<file path="src/rtl/core/spifba_pkg.sv">
// Shared types, codes and byte selection for the SPI FRAM byte access master.
package spifba_pkg;

  localparam int unsigned CodeWidth = 8;
  localparam int unsigned AddrWidth = 16;
  localparam logic [CodeWidth-1:0] WriteEnableCodeReset = 8'h06;
  localparam logic [CodeWidth-1:0] WriteCodeReset       = 8'h02;
  localparam logic [CodeWidth-1:0] ReadCodeReset        = 8'h03;

  localparam logic [2:0] WriteFinishStep = 3'd7;
  localparam logic [2:0] ReadFinishStep  = 3'd4;
  localparam logic [2:0] ReadRecvStep    = 3'd3;
  localparam logic [2:0] LastBit         = 3'd7;

  typedef enum logic [1:0] {
    OP_TICK        = 2'd0,
    OP_START_WRITE = 2'd1,
    OP_START_READ  = 2'd2
  } op_t;

  typedef enum logic [1:0] {
    MODE_IDLE  = 2'd0,
    MODE_WRITE = 2'd1,
    MODE_READ  = 2'd2
  } mode_t;

  typedef enum logic [1:0] {
    REG_WRITE_ENABLE_CODE = 2'd0,
    REG_WRITE_CODE        = 2'd1,
    REG_READ_CODE         = 2'd2
  } reg_index_t;

  typedef struct packed {
    logic [CodeWidth-1:0] write_enable_code;
    logic [CodeWidth-1:0] write_code;
    logic [CodeWidth-1:0] read_code;
  } codes_t;

  typedef struct packed {
    mode_t                mode;
    logic [2:0]           byte_step;
    logic [2:0]           bit_step;
    logic                 clock_half;
    logic [7:0]           shift_out;
    logic [7:0]           shift_in;
    logic [AddrWidth-1:0] held_address;
    logic [7:0]           held_data;
    logic                 cs_n;
    logic                 sclk;
    logic                 mosi;
  } state_t;

  typedef struct packed {
    logic       chip_select_n;
    logic       serial_clock;
    logic       mosi;
    logic       busy_res;
    logic [7:0] read_data;
    logic       done_res;
    logic       rejected;
  } result_t;

  // Byte that goes on the wire at a given step of an access.
  function automatic logic [7:0] byte_for_step(mode_t mode, logic [2:0] step,
                                               codes_t codes,
                                               logic [AddrWidth-1:0] addr,
                                               logic [7:0] data);
    logic [7:0] b;
    b = 8'h00;
    unique case (mode)
      MODE_WRITE: begin
        case (step)
          3'd0:    b = codes.write_enable_code;
          3'd3:    b = codes.write_code;
          3'd4:    b = addr[15:8];
          3'd5:    b = addr[7:0];
          3'd6:    b = data;
          default: b = 8'h00;
        endcase
      end
      MODE_READ: begin
        case (step)
          3'd0:    b = codes.read_code;
          3'd1:    b = addr[15:8];
          3'd2:    b = addr[7:0];
          default: b = 8'h00;
        endcase
      end
      default: b = 8'h00;
    endcase
    return b;
  endfunction

endpackage

</file>
<file path="src/rtl/core/spifba_step.sv">
// Next-state and result logic for one beat of the SPI FRAM master.
module spifba_step (
  input  spifba_pkg::state_t   state,
  input  spifba_pkg::codes_t   codes,
  input  logic [1:0]           opcode,
  input  logic [15:0]          address,
  input  logic [7:0]           write_data,
  input  logic                 miso,
  output spifba_pkg::state_t   state_next,
  output spifba_pkg::result_t  result
);

  logic busy;
  logic wr;
  logic [2:0] finish;
  logic receive;
  logic done;
  logic rej;

  always_comb begin
    busy    = (state.mode == spifba_pkg::MODE_WRITE) ||
              (state.mode == spifba_pkg::MODE_READ);
    wr      = (state.mode == spifba_pkg::MODE_WRITE);
    finish  = wr ? spifba_pkg::WriteFinishStep : spifba_pkg::ReadFinishStep;
    receive = !wr && (state.byte_step == spifba_pkg::ReadRecvStep);
    state_next = state;
    done = 1'b0;
    rej  = 1'b0;

    if (opcode == spifba_pkg::OP_START_WRITE || opcode == spifba_pkg::OP_START_READ) begin
      if (busy) begin
        rej = 1'b1;
      end else begin
        state_next.mode = (opcode == spifba_pkg::OP_START_WRITE) ?
                          spifba_pkg::MODE_WRITE : spifba_pkg::MODE_READ;
        state_next.held_address = address;
        state_next.held_data    = write_data;
        state_next.byte_step    = 3'd0;
        state_next.bit_step     = 3'd0;
        state_next.clock_half   = 1'b0;
        state_next.shift_out    = spifba_pkg::byte_for_step(state_next.mode, 3'd0, codes,
                                                            address, write_data);
        state_next.cs_n = 1'b0;
        state_next.sclk = 1'b1;
      end
    end else if (opcode == spifba_pkg::OP_TICK && busy) begin
      if (state.byte_step >= finish) begin
        state_next.cs_n       = 1'b1;
        state_next.mode       = spifba_pkg::MODE_IDLE;
        state_next.byte_step  = 3'd0;
        state_next.bit_step   = 3'd0;
        state_next.clock_half = 1'b0;
        done = 1'b1;
      end else if (wr && state.byte_step == 3'd1) begin
        // select-high gap between enable and write commands
        state_next.cs_n      = 1'b1;
        state_next.byte_step = 3'd2;
      end else if (wr && state.byte_step == 3'd2) begin
        state_next.cs_n      = 1'b0;
        state_next.byte_step = 3'd3;
        state_next.shift_out = spifba_pkg::byte_for_step(state.mode, 3'd3, codes,
                                                         state.held_address, state.held_data);
      end else if (!state.clock_half) begin
        state_next.sclk = 1'b0;
        if (receive) begin
          state_next.shift_in = {state.shift_in[6:0], miso};
        end else begin
          state_next.mosi      = state.shift_out[7];
          state_next.shift_out = {state.shift_out[6:0], 1'b0};
        end
        state_next.clock_half = 1'b1;
      end else begin
        state_next.sclk       = 1'b1;
        state_next.clock_half = 1'b0;
        if (state.bit_step >= spifba_pkg::LastBit) begin
          state_next.bit_step  = 3'd0;
          state_next.byte_step = state.byte_step + 3'd1;
          state_next.shift_out = spifba_pkg::byte_for_step(state.mode, state.byte_step + 3'd1,
                                                           codes, state.held_address,
                                                           state.held_data);
        end else begin
          state_next.bit_step = state.bit_step + 3'd1;
        end
      end
    end

    if (rej) begin
      state_next = state;
    end

    result.chip_select_n = state_next.cs_n;
    result.serial_clock  = state_next.sclk;
    result.mosi          = state_next.mosi;
    result.busy_res      = (state_next.mode != spifba_pkg::MODE_IDLE);
    result.read_data     = state_next.shift_in;
    result.done_res      = done;
    result.rejected      = rej;
  end

endmodule

</file>
<file path="src/rtl/core/spifba_out_reg.sv">
// Result register that parts the input side from a stalled receiver.
module spifba_out_reg (
  input  logic                clk,
  input  logic                rst,
  input  logic                load,
  input  spifba_pkg::result_t load_data,
  input  logic                out_stall,
  output logic                out_valid,
  output spifba_pkg::result_t out_data
);

  always_ff @(posedge clk) begin
    if (rst) begin
      out_valid <= 1'b0;
    end else if (load) begin
      out_valid <= 1'b1;
    end else if (!out_stall) begin
      out_valid <= 1'b0;
    end
  end

  always_ff @(posedge clk) begin
    if (load) begin
      out_data <= load_data;
    end
  end

endmodule

</file>
<file path="src/rtl/core/spi_fram_byte_access_master_top.sv">
// Top level of the SPI FRAM byte access master.
//
// Usage: each input beat carries an opcode. A tick advances the serial link
// by one half bit (clock low with MOSI driven or MISO sampled, then clock
// high). A start write sends the write-enable command with select low,
// pulses select high, then sends write command, address high, address low
// and data. A start read sends read command and both address bytes, then
// shifts in one byte from MISO. A start while busy is rejected.
// Every accepted input beat yields exactly one output beat with the pin
// levels, busy, done, rejected and the byte read so far.
// The output beat is registered and valid in the cycle after the input beat is accepted.
// Throughput: one beat per cycle while in_stall is low; the state update for a beat is one pass
// through the step logic into the state register and the result register.
// Stall: in_stall rises only when the result register holds a beat that the
// receiver is stalling; the next input then waits until that beat leaves.
// Reset (rst, synchronous): idle, select and clock high, data low, command
// registers at their standard values, no output beat pending.
// Configuration writes via cfg_en/cfg_index/cfg_data take effect at once.
module spi_fram_byte_access_master_top #(
  parameter logic [7:0] WRITE_ENABLE_CODE_RESET = spifba_pkg::WriteEnableCodeReset,
  parameter logic [7:0] WRITE_CODE_RESET        = spifba_pkg::WriteCodeReset,
  parameter logic [7:0] READ_CODE_RESET         = spifba_pkg::ReadCodeReset
) (
  input  logic        clk,
  input  logic        rst,
  input  logic        cfg_en,
  input  logic [1:0]  cfg_index,
  input  logic [7:0]  cfg_data,
  input  logic        in_valid,
  output logic        in_stall,
  input  logic [1:0]  opcode,
  input  logic [15:0] address,
  input  logic [7:0]  write_data,
  input  logic        miso,
  output logic        out_valid,
  input  logic        out_stall,
  output logic        chip_select_n,
  output logic        serial_clock,
  output logic        mosi,
  output logic        busy_res,
  output logic [7:0]  read_data,
  output logic        done_res,
  output logic        rejected
);

  spifba_pkg::codes_t  codes;
  spifba_pkg::state_t  state;
  spifba_pkg::state_t  state_next;
  spifba_pkg::result_t step_result;
  spifba_pkg::result_t out_data;
  logic                in_accept;

  // command byte registers
  always_ff @(posedge clk) begin
    if (rst) begin
      codes.write_enable_code <= WRITE_ENABLE_CODE_RESET;
      codes.write_code        <= WRITE_CODE_RESET;
      codes.read_code         <= READ_CODE_RESET;
    end else if (cfg_en) begin
      case (cfg_index)
        spifba_pkg::REG_WRITE_ENABLE_CODE: codes.write_enable_code <= cfg_data;
        spifba_pkg::REG_WRITE_CODE:        codes.write_code        <= cfg_data;
        spifba_pkg::REG_READ_CODE:         codes.read_code         <= cfg_data;
        default: ;
      endcase
    end
  end

  // stall only when the result register is full and being held
  assign in_stall  = out_valid && out_stall;
  assign in_accept = in_valid && !in_stall;

  spifba_step u_step (
    .state      (state),
    .codes      (codes),
    .opcode     (opcode),
    .address    (address),
    .write_data (write_data),
    .miso       (miso),
    .state_next (state_next),
    .result     (step_result)
  );

  // transaction state, pins included
  always_ff @(posedge clk) begin
    if (rst) begin
      state.mode         <= spifba_pkg::MODE_IDLE;
      state.byte_step    <= 3'd0;
      state.bit_step     <= 3'd0;
      state.clock_half   <= 1'b0;
      state.shift_out    <= 8'h00;
      state.shift_in     <= 8'h00;
      state.held_address <= 16'h0000;
      state.held_data    <= 8'h00;
      state.cs_n         <= 1'b1;
      state.sclk         <= 1'b1;
      state.mosi         <= 1'b0;
    end else if (in_accept) begin
      state <= state_next;
    end
  end

  spifba_out_reg u_out_reg (
    .clk       (clk),
    .rst       (rst),
    .load      (in_accept),
    .load_data (step_result),
    .out_stall (out_stall),
    .out_valid (out_valid),
    .out_data  (out_data)
  );

  assign chip_select_n = out_data.chip_select_n;
  assign serial_clock  = out_data.serial_clock;
  assign mosi          = out_data.mosi;
  assign busy_res      = out_data.busy_res;
  assign read_data     = out_data.read_data;
  assign done_res      = out_data.done_res;
  assign rejected      = out_data.rejected;

`ifndef ASSERT_OFF
  a_done_idle: assert property (@(posedge clk) disable iff (rst)
    out_valid && done_res |-> !busy_res && chip_select_n)
    else $error("done beat while still busy or selected");

  a_reject_busy: assert property (@(posedge clk) disable iff (rst)
    out_valid && rejected |-> busy_res && !done_res)
    else $error("reject outside a transaction");

  a_idle_pins: assert property (@(posedge clk) disable iff (rst)
    state.mode == spifba_pkg::MODE_IDLE |-> state.cs_n && state.sclk)
    else $error("idle with select or clock low");

  a_accept_loads: assert property (@(posedge clk) disable iff (rst)
    in_accept |=> out_valid)
    else $error("accepted beat produced no result");
`endif

endmodule

</file>
<file path="config.mk">
export PLATFORM = sky130hd
export DESIGN_NAME = spi_fram_byte_access_master_top
export DESIGN_NICKNAME = d
export VERILOG_FILES = /design/src/rtl/core/spifba_pkg.sv /design/src/rtl/core/spifba_step.sv /design/src/rtl/core/spifba_out_reg.sv /design/src/rtl/core/spi_fram_byte_access_master_top.sv
export SDC_FILE = /design/constraint.sdc
export NUM_CORES = 1
export LEC_CHECK = 0
export BUFFER_PORTS_ARGS = -buffer_cell sky130_fd_sc_hd__buf_2
export CORE_ASPECT_RATIO = 0.8
export CORE_MARGIN = 2
export CORE_UTILIZATION = 50
export DETAILED_ROUTE_END_ITERATION = 10
export MAX_ROUTING_LAYER = met4
export PLACE_DENSITY_LB_ADDON = 0.08
export SLEW_MARGIN = 20
export SYNTH_ARGS = -nofsm -noshare
export SYNTH_HDL_FRONTEND = slang
export SYNTH_SLANG_ARGS = --single-unit
</file>
<file path="constraint.sdc">
create_clock -name clk -period 6.62 [get_ports clk]
set_input_delay 0.662 -clock clk [delete_from_list [all_inputs] [get_ports clk]]
set_output_delay 0.662 -clock clk [all_outputs]
set_load 0.02 [all_outputs]
</file>
-- Word level (Yosys, flattened, before mapping)
Index checks and enable logic that the tools add are counted.
- register bits: 91
- latch bits: 0
- RAM bits: 0
- ROM bits: 0
- input bits: 42
- output and inout bits: 16
- logic and storage cells: 129
- memories kept: 0
- add/subtract/negate cells: 2
- $mul: 0
- divide/modulo/power cells: 0
- magnitude comparators: 2
- equality and inequality tests: 25
- shift-type cells: 0
- multiplexer cells: 48
- bitwise logic cells: 3
- reduce and logical (&&, ||, !) cells: 27
- operators with widths (cell ; number):
    2-to-1 mux 8 bit ; 8
    2-to-1 mux 52 bit ; 1
    case mux 8 bit (5 select lines) ; 1
    2-to-1 mux 17 bit ; 2
    case mux 8 bit (2 select lines) ; 2
    2-to-1 mux 26 bit ; 1
    2-to-1 mux 25 bit ; 1
    2-to-1 mux 24 bit ; 1
    case mux 8 bit (3 select lines) ; 1
    2-to-1 mux 20 bit ; 1
    2-to-1 mux 16 bit ; 1
    2-to-1 mux 3 bit ; 5
    2-to-1 mux 2 bit ; 7
    == test 3 x 2 -> 1 bit, second input constant ; 4
    2-to-1 mux 1 bit ; 12
    AND reduction 6 bit ; 2
    nonzero test 5 bit ; 2
    == test 3 bit, second input constant ; 3
    2-to-1 mux 9 bit ; 1
    == test 2 x 1 -> 1 bit, second input constant ; 4
    == test 2 bit, second input constant ; 4
    AND reduction 8 bit ; 1
    2-to-1 mux 7 bit ; 1
    AND reduction 7 bit ; 1
    other kinds (22) ; 40

-- Longest topological paths before layout
Gate-level depths: netlist of the first run.
- depth after elaboration: 13
- mapped depth: 9
- mapped depth without buffers: 9

-- Modules after synthesis
A second synthesis of the first run with hierarchy kept.
- cell total of the unflattened synthesis: 649
- area, all modules: 6037.0 um^2
- modules (own cells, without submodules) (module ; instances ; cells an instance ; area each (um^2) ; sequential area each (um^2)):
    spi_fram_byte_access_master_top ; 1 ; 322 ; 3295.7 ; 1521.5
    spifba_step ; 1 ; 310 ; 2292.2 ; 0.0
    spifba_out_reg ; 1 ; 17 ; 449.2 ; 440.4

-- Worst setup path before layout of the first run
OpenSTA, ideal clock, no wires.
- path type: input -> register
- start: input port opcode[0]
- end: register, netlist name u_out_reg.out_data[11]
- setup time: 0.260 ns
- data arrival time: 2.301 ns
- required time: 6.360 ns
- path slack: 4.060 ns
- stages on the path: 7
- path buffers: 1
- path through: inv_1 -> ha_1 -> buf_6 -> or3b_4 -> a21oi_1 -> and3b_1 -> mux2_2
- RTL lines (element ; line ; RTL):
    start, declared ; spi_fram_byte_access_master_top.sv:31 ; input logic [1:0] opcode,

-- Worst setup path in the final report of the first run
- start: register, netlist name state[51]
- end: register, netlist name state[38]
- longest elaborated chain between the ends: 9
- elaborated cells on any way between the ends: 29
- those cells by class: order compare: 1; eq/ne: 7; mux: 12; bitwise: 1; reduce/logical: 8
- RTL lines (element ; line ; RTL):
    == test 2 bit / == test 2 x 1 -> 1 bit (equally long branches) ; n/a ;
    case mux 8 bit (2 select lines) ; spifba_pkg.sv:70 ; unique case (mode)
    2-to-1 mux 8 bit ; spifba_step.sv:75 ; if (state.bit_step >= spifba_pkg::LastBit) begin
    2-to-1 mux 9 bit ; spifba_step.sv:63 ; end else if (!state.clock_half) begin
    2-to-1 mux 8 bit ; spifba_step.sv:58 ; end else if (wr && state.byte_step == 3'd2) begin
    2-to-1 mux 20 bit ; spifba_step.sv:54 ; end else if (wr && state.byte_step == 3'd1) begin
    2-to-1 mux 16 bit ; spifba_step.sv:47 ; if (state.byte_step >= finish) begin
    2-to-1 mux 25 bit ; spifba_step.sv:46 ; end else if (opcode == spifba_pkg::OP_TICK && busy) begin
    2-to-1 mux 17 bit ; spifba_step.sv:30 ; if (opcode == spifba_pkg::OP_START_WRITE || opcode == spifba_pkg::OP_START_READ) begin
Parallel ways exist; a longest one is shown, timed or not. The select of a mux whose other input is x is not followed.
A chain may end at the register's enable or synchronous reset.

==> results of run 1 <==
-- worst max-delay path, stage by stage (launching register included) --
cell and delay, ns:
dfxtp_1 0.38, inv_1 0.06, ha_1 0.28, ha_1 0.34, nor3b_1 0.47, o211ai_1 0.53, nor2_2 0.43, o211ai_1 0.14
a311oi_1 0.30
-- cell families after synthesis --
group                      count (synthesis)  synth area share (%)
DFF                                       91                 41.58
and+or+nand+nor                          169                 16.73
buffers and inverters                     50                 4.508
adders and majority gates                 15                 3.978
muxes                                     51                 11.16
AOI/OAI and AO/OA                        147                 22.04
-- sequential cells by signal (all words and copies together), names as in the netlist --
name,flops
u_out_reg.out_valid,1
u_out_reg.out_data,14
state,52
codes,24
-- through the flow --
| step | cell area (um^2) | std cells | hold slack (ns) | setup slack (ns) | utilization, % |
|---|---|---|---|---|---|
| after floorplan | 4718 | 523 | 0.4354 | 4.060 | - |
| after global placement | 5027 | 665 | 0.4489 | 3.408 | 55.15 |
| after detailed placement | 5027 | 665 | 0.4557 | 3.206 | 55.15 |
| after CTS | 5299 | 681 | 0.4659 | 3.525 | 58.13 |
| after global routing | 5304 | 681 | 0.4960 | 3.320 | 58.19 |
| final | 5304 | 681 | 0.4633 | 3.587 | 58.19 |
-- routing by layer --
layer / vias to the layer above / GRT usage [%] / wire length [um]
met1: 1953 / 38.11 / 6024
met4: 0 / 6.402 / 189
met5: - / - / 0
met3: 20 / 5.705 / 1116
li1: 1983 / - / -
met2: 172 / 33.93 / 5011
-- synth_stat cells, types with 3 or more instances --
cell type / count / share of area [%]
or3_1: 4 / 0.53
and2_1: 4 / 0.53
a221o_1: 6 / 1.3
dfxtp_1: 77 / 33
o22a_1: 6 / 1.1
a21oi_1: 48 / 5.1
a222oi_1: 8 / 1.7
nand3_1: 3 / 0.32
o21ai_0: 12 / 1.3
a211o_1: 6 / 1.1
a221oi_1: 3 / 0.56
buf_2: 6 / 0.64
nor3_1: 9 / 0.95
nor2_1: 53 / 4.2
a21boi_0: 3 / 0.48
mux2_2: 13 / 3.1
ha_1: 15 / 4.0
o22ai_1: 6 / 0.80
a211oi_1: 3 / 0.48
nand2_1: 70 / 5.6
inv_1: 16 / 1.3
o211ai_1: 5 / 0.80
nor3b_1: 3 / 0.48
a31oi_1: 8 / 1.1
a21o_1: 5 / 0.80
clkbuf_1: 20 / 1.6
nor2b_1: 3 / 0.40
a311oi_1: 3 / 0.56
o21bai_1: 3 / 0.48
buf_1: 4 / 0.32
nand2b_1: 3 / 0.40
mux2i_1: 38 / 8.1
edfxtp_1: 14 / 8.9
nand3b_1: 4 / 0.64
a22oi_1: 4 / 0.64
-- cell type report --
cell class,instances,area (um^2)
Inverter,18,70.07
Clock buffer,10,229.0
Clock inverter,6,42.54
Multi-Input combinational cell,382,2556
Tap cell,115,143.9
Timing Repair Buffer,59,300.3
Sequential cell,91,1962
Fill cell,815,3811
-- path summary, 6_finish.rpt --
check,to,depth (start not counted)
max reg2reg,state[38],8
min reg2reg,state[5],2
min,state[5],2
max,state[38],8
-- report_power, final --
part / total, mW / internal [mW] / switching [mW]
clock network: 0.478 / 0.255 / 0.223
registers: 0.610 / 0.589 / 0.0213
logic: 0.144 / 0.0548 / 0.0892
total: 1.23 / 0.899 / 0.333
-- layout by cell type (no fill, tap or decap), drive strengths merged, types with 5 or more instances in the layout --
master,count
a211o,6
a21o,5
a21oi,48
a221o,6
a222oi,8
a31oi,8
buf,59
clkbuf,10
dfxtp,77
edfxtp,14
ha,15
inv,19
mux2,13
mux2i,38
nand2,70
nor2,54
nor3,9
nor3b,5
o211ai,5
o21ai,13
o22a,6
o22ai,6
==> impl_metrics.tcl, run 1 <==
set metrics [dict create \
    insertedDiodeCount 0 \
    rows 31 \
    max_freq_mhz 329.7 \
    grt_setup_unrepaired "no" \
    power_mw 1.232 \
    drv_cap 0 \
    antenna_found_initial 0 \
    vias_per_cell 6.062 \
    die_height_um 90.89 \
    cts_sinks 91 \
    cts_setup_buffers 0 \
    start_kind "flip-flop" \
    worstPathRequired_ns 6.86 \
    path_clk_slew_ns 0.07 \
    r2r_setup_slack_ns 3.59 \
    gp_congestion 0.9295 \
    synth_edf_count 14 \
    end_kind "flip-flop" \
    portBuffers 57 \
    grt_pass1_vias 3812 \
    layout-drive-gt1-share_pct 18.37 \
    p_per_area_nw_per_um2 232.3 \
    critPathKind "reg -> reg" \
    gr-total-overflow 0 \
    hold_path_class "reg -> reg" \
    num_vias 4128 \
    cts_hold_buf 0 \
    fin_crit_ns 3.033 \
    final.setup.tns_ns 0 \
    r2r-start "state[51]" \
    cts-resized-gates 0 \
    clockBufferDepth 2 \
    syn_inst 523 \
    dp_hpwl_mm 8.347 \
    clock_latency_ns 0.34 \
    cts-root-buf "clkbuf_16" \
    ys_async_sr_fraction_pct 0 \
    cp.arrival_ns 3.27 \
    status "completed" \
    pin_count 58 \
    slew_headroom_pct 30.26 \
    syn_avg_cell_area_um2 9.022 \
    crit_start "state[51]" \
    cts_buffers 9 \
    synth_cell_types 62 \
    die_area_um2 10230 \
    cp_max_fo 9 \
    hold_violations 0 \
    ir_drop_v 0.0001750 \
    wirelength_mm 12.34 \
    wl_per_cell_um 18.12 \
    maxSlewViolCount 0 \
    track_usage_pct 25.31 \
    first_pass_iters 6 \
    ys_seq_area_share_pct 41.58 \
    synth-seq-cells 91 \
    synthesis.area_um2 4718 \
    syn_nets 580 \
    grt_max_degree 78 \
    post-route-period-util_pct 45.82 \
    initial_core_util_pct 51.76 \
    ant_nets 0 \
    yosysWarnings 0 \
    tightestPinTransition_ns 1.042 \
    grt_pass1_wl_mm 19.91 \
    skew_ns 0.007031 \
    setup_viol 0 \
    area_growth_pct 12.41 \
    die_w_um 112.6 \
    core_area_um2 9115 \
    p_leak_nw 2.186 \
    finalNetCount 618 \
    cts_tree "done" \
    cts_max_level 3 \
    synthFlopType "dfxtp_1" \
    min_from "state[5]" \
    first_iter_violations 365 \
    drc 0 \
]
Power figures use the tool's default switching activity.
==> run 2: changes to the inputs <==
- clock period: 6.62 -> 2.58 ns (I/O delays scaled with it)
==> run 2 against run 1 <==
Sequential power rose to 2.6 times the previous value. Combinational power rose to 2.9 times the previous value. Worst setup slack worse by 3.4 ns. Clock power rose to 3.0 times the previous value. Non-clock buffer count up 30. Power rose to 2.8 times the previous value. Sequential share of layout area down 2.2 points. Fmax up 26%. Cell area up 6.4%. First-iteration DRC count up 28%. Count of clock-buffer cells in the layout up 1. Clock skew up 0.0051 ns. Critical path type unchanged. Largest power group unchanged.
==> impl_metrics.tcl, run 2 (synthesis gave the netlist of run 1 again) <==
set metrics [dict create \
    power_switching_uw 866.4 \
    drv_cap 0 \
    slew_headroom_pct 53.15 \
    crit_slowest_cell "dfxtp_2" \
    wirelength_mm 13.14 \
    vias_per_cell 5.989 \
    rows 31 \
    combPwrFrac_pct 12.2 \
    p_seq_share_pct 45.9 \
    layout-drive-gt1-share_pct 23.99 \
    num_vias 4258 \
    skew_ns 0.01208 \
    ant_nets 0 \
    die_w_um 112.6 \
    p_leak_nw 2.368 \
    end_kind "flip-flop" \
    worst_slack_ns 0.1681 \
    mostFrequentLayoutCells "dfxtp_1, nand2_1, buf_2" \
    cp.arrival_ns 2.66 \
    path_cells "inv_1 -> ha_4 -> inv_2 -> ha_2 -> o21ai_0 -> o211ai_1 -> buf_4 -> a2111oi_2 -> o22ai_1 -> a311oi_1" \
    post-route-period-util_pct 93.48 \
    reg.largest.list "state: 52 flops, codes: 24 flops, u_out_reg.out_data: 14 flops" \
    initial_core_util_pct 51.76 \
    power_mw 3.401 \
    finalNetCount 648 \
    cts_buffers 9 \
    critPathMaxStageDelay_ns 0.35 \
    portBuffers 57 \
    top_usage_layer "met1" \
    whs_ns 0.1276 \
    placed_area_um2 5258 \
    crit_family "compound AO/OA/AOI/OAI gates" \
    grt_pass1_vias 4034 \
    hold_violations 0 \
    fillers 810 \
    pin_count 58 \
    track_usage_pct 26.75 \
    gr-usage-met1_pct 39.78 \
    instances_no_fill 711 \
    clockPowerShare_pct 41.9 \
    final.setup.tns_ns 0 \
    largest_reg_flops 52 \
    clock_latency_ns 0.34 \
    intPower_mw 2.535 \
    clockBufferDepth 2 \
    setup_viol 0 \
    pre_cts_ws_ns -0.07553 \
    drc 0 \
    cts_hold_buf 0 \
    cp_max_fo 6 \
    fin_crit_ns 2.412 \
    die_area_um2 10230 \
    grtUsageMet3_pct 6.174 \
    grt_util_met2_pct 36.78 \
    insertedDiodeCount 0 \
    dp_hpwl_mm 9.075 \
    critPathKind "reg -> reg" \
    die_height_um 90.89 \
    layout_commonest_cell "dfxtp_1" \
    antenna_found_initial 0 \
    swShare_pct 25.47 \
    path_buf_inv 3 \
    top_register "state" \
    cts-root-buf "clkbuf_16" \
    max_freq_mhz 414.6 \
    gr-total-overflow 0 \
    final_util_pct 61.92 \
    grt_pass1_wl_mm 21.15 \
    start_kind "flip-flop" \
    gp_congestion 0.9664 \
    ir_drop_v 0.0005274 \
    cts_tree "done" \
    area_growth_pct 19.62 \
    hold_path_class "in -> reg" \
    core_area_um2 9115 \
    maxSlewViolCount 0 \
    finalInstanceArea_um2 5644 \
    status "completed" \
    wl_per_cell_um 18.48 \
    grt_setup_unrepaired "no" \
    first_iter_violations 467 \
    grt_max_degree 63 \
    cts_max_level 3 \
    cts_sinks 91 \
    dp_cells 694 \
    p_per_area_nw_per_um2 602.6 \
    worstPathRequired_ns 2.83 \
    first_pass_iters 6 \
    path_clk_slew_ns 0.07 \
    tightestPinTransition_ns 0.7006 \
]
-- run 2: power by group through the flow --
stage | clock [mW] | combinational [mW] | sequential, mW
5_1_grt | 1.51 | 0.452 | 1.57
3_3_place_gp | 0 | 0.394 | 1.59
6_report | 1.42 | 0.415 | 1.56
3_5_place_dp | 0 | 0.400 | 1.59
4_1_cts | 1.44 | 0.404 | 1.56
2_1_floorplan | 0 | 0.243 | 1.59
-- run 2: metal layers --
| layer | wire length [um] | up-vias |
|---|---|---|
| li1 | - | 2043 |
| met1 | 6493 | 2045 |
| met2 | 5511 | 160 |
| met3 | 1021 | 10 |
| met4 | 112 | 0 |
| met5 | 0 | - |
-- run 2: layout make-up --
| class | count | area (um^2) | share of cell area [%] |
|---|---|---|---|
| well taps | 115 | 143.9 | 2.549 |
| repair buffers | 89 | 541.8 | 9.599 |
| inverters | 18 | 70.07 | 1.241 |
| multi-input cells | 382 | 2605 | 46.15 |
| clock inverters | 5 | 85.08 | 1.507 |
| clock buffers | 11 | 232.7 | 4.123 |
| flip-flops and latches | 91 | 1966 | 34.83 |
-- run 2: final timing paths --
path | from | to | slack, ns | cells past startpoint
setup / recovery | state[51] | state[41] | 0.17 | 10
hold / removal | in_valid | u_out_reg.out_valid | 0.13 | 3
setup reg to reg | state[51] | state[41] | 0.17 | 10
hold reg to reg | state[4] | state[4] | 0.46 | 2
-- run 2: what timing repair did --
| action | 4_1_cts | 5_1_grt |
|---|---|---|
| endpoints found under the setup margin | 9 | 12 |
| pin swaps | 0 | 3 |
| resized for setup | 2 | 11 |
| setup buffers | 0 | 1 |
-- run 2: worst reg2reg max path, delay by kind of cell (launching register included) --
kind	cells	cell delay, ns
flops	1	0.35
fa+ha+maj	2	0.44
buf+inv	3	0.38
compound gates	5	1.15
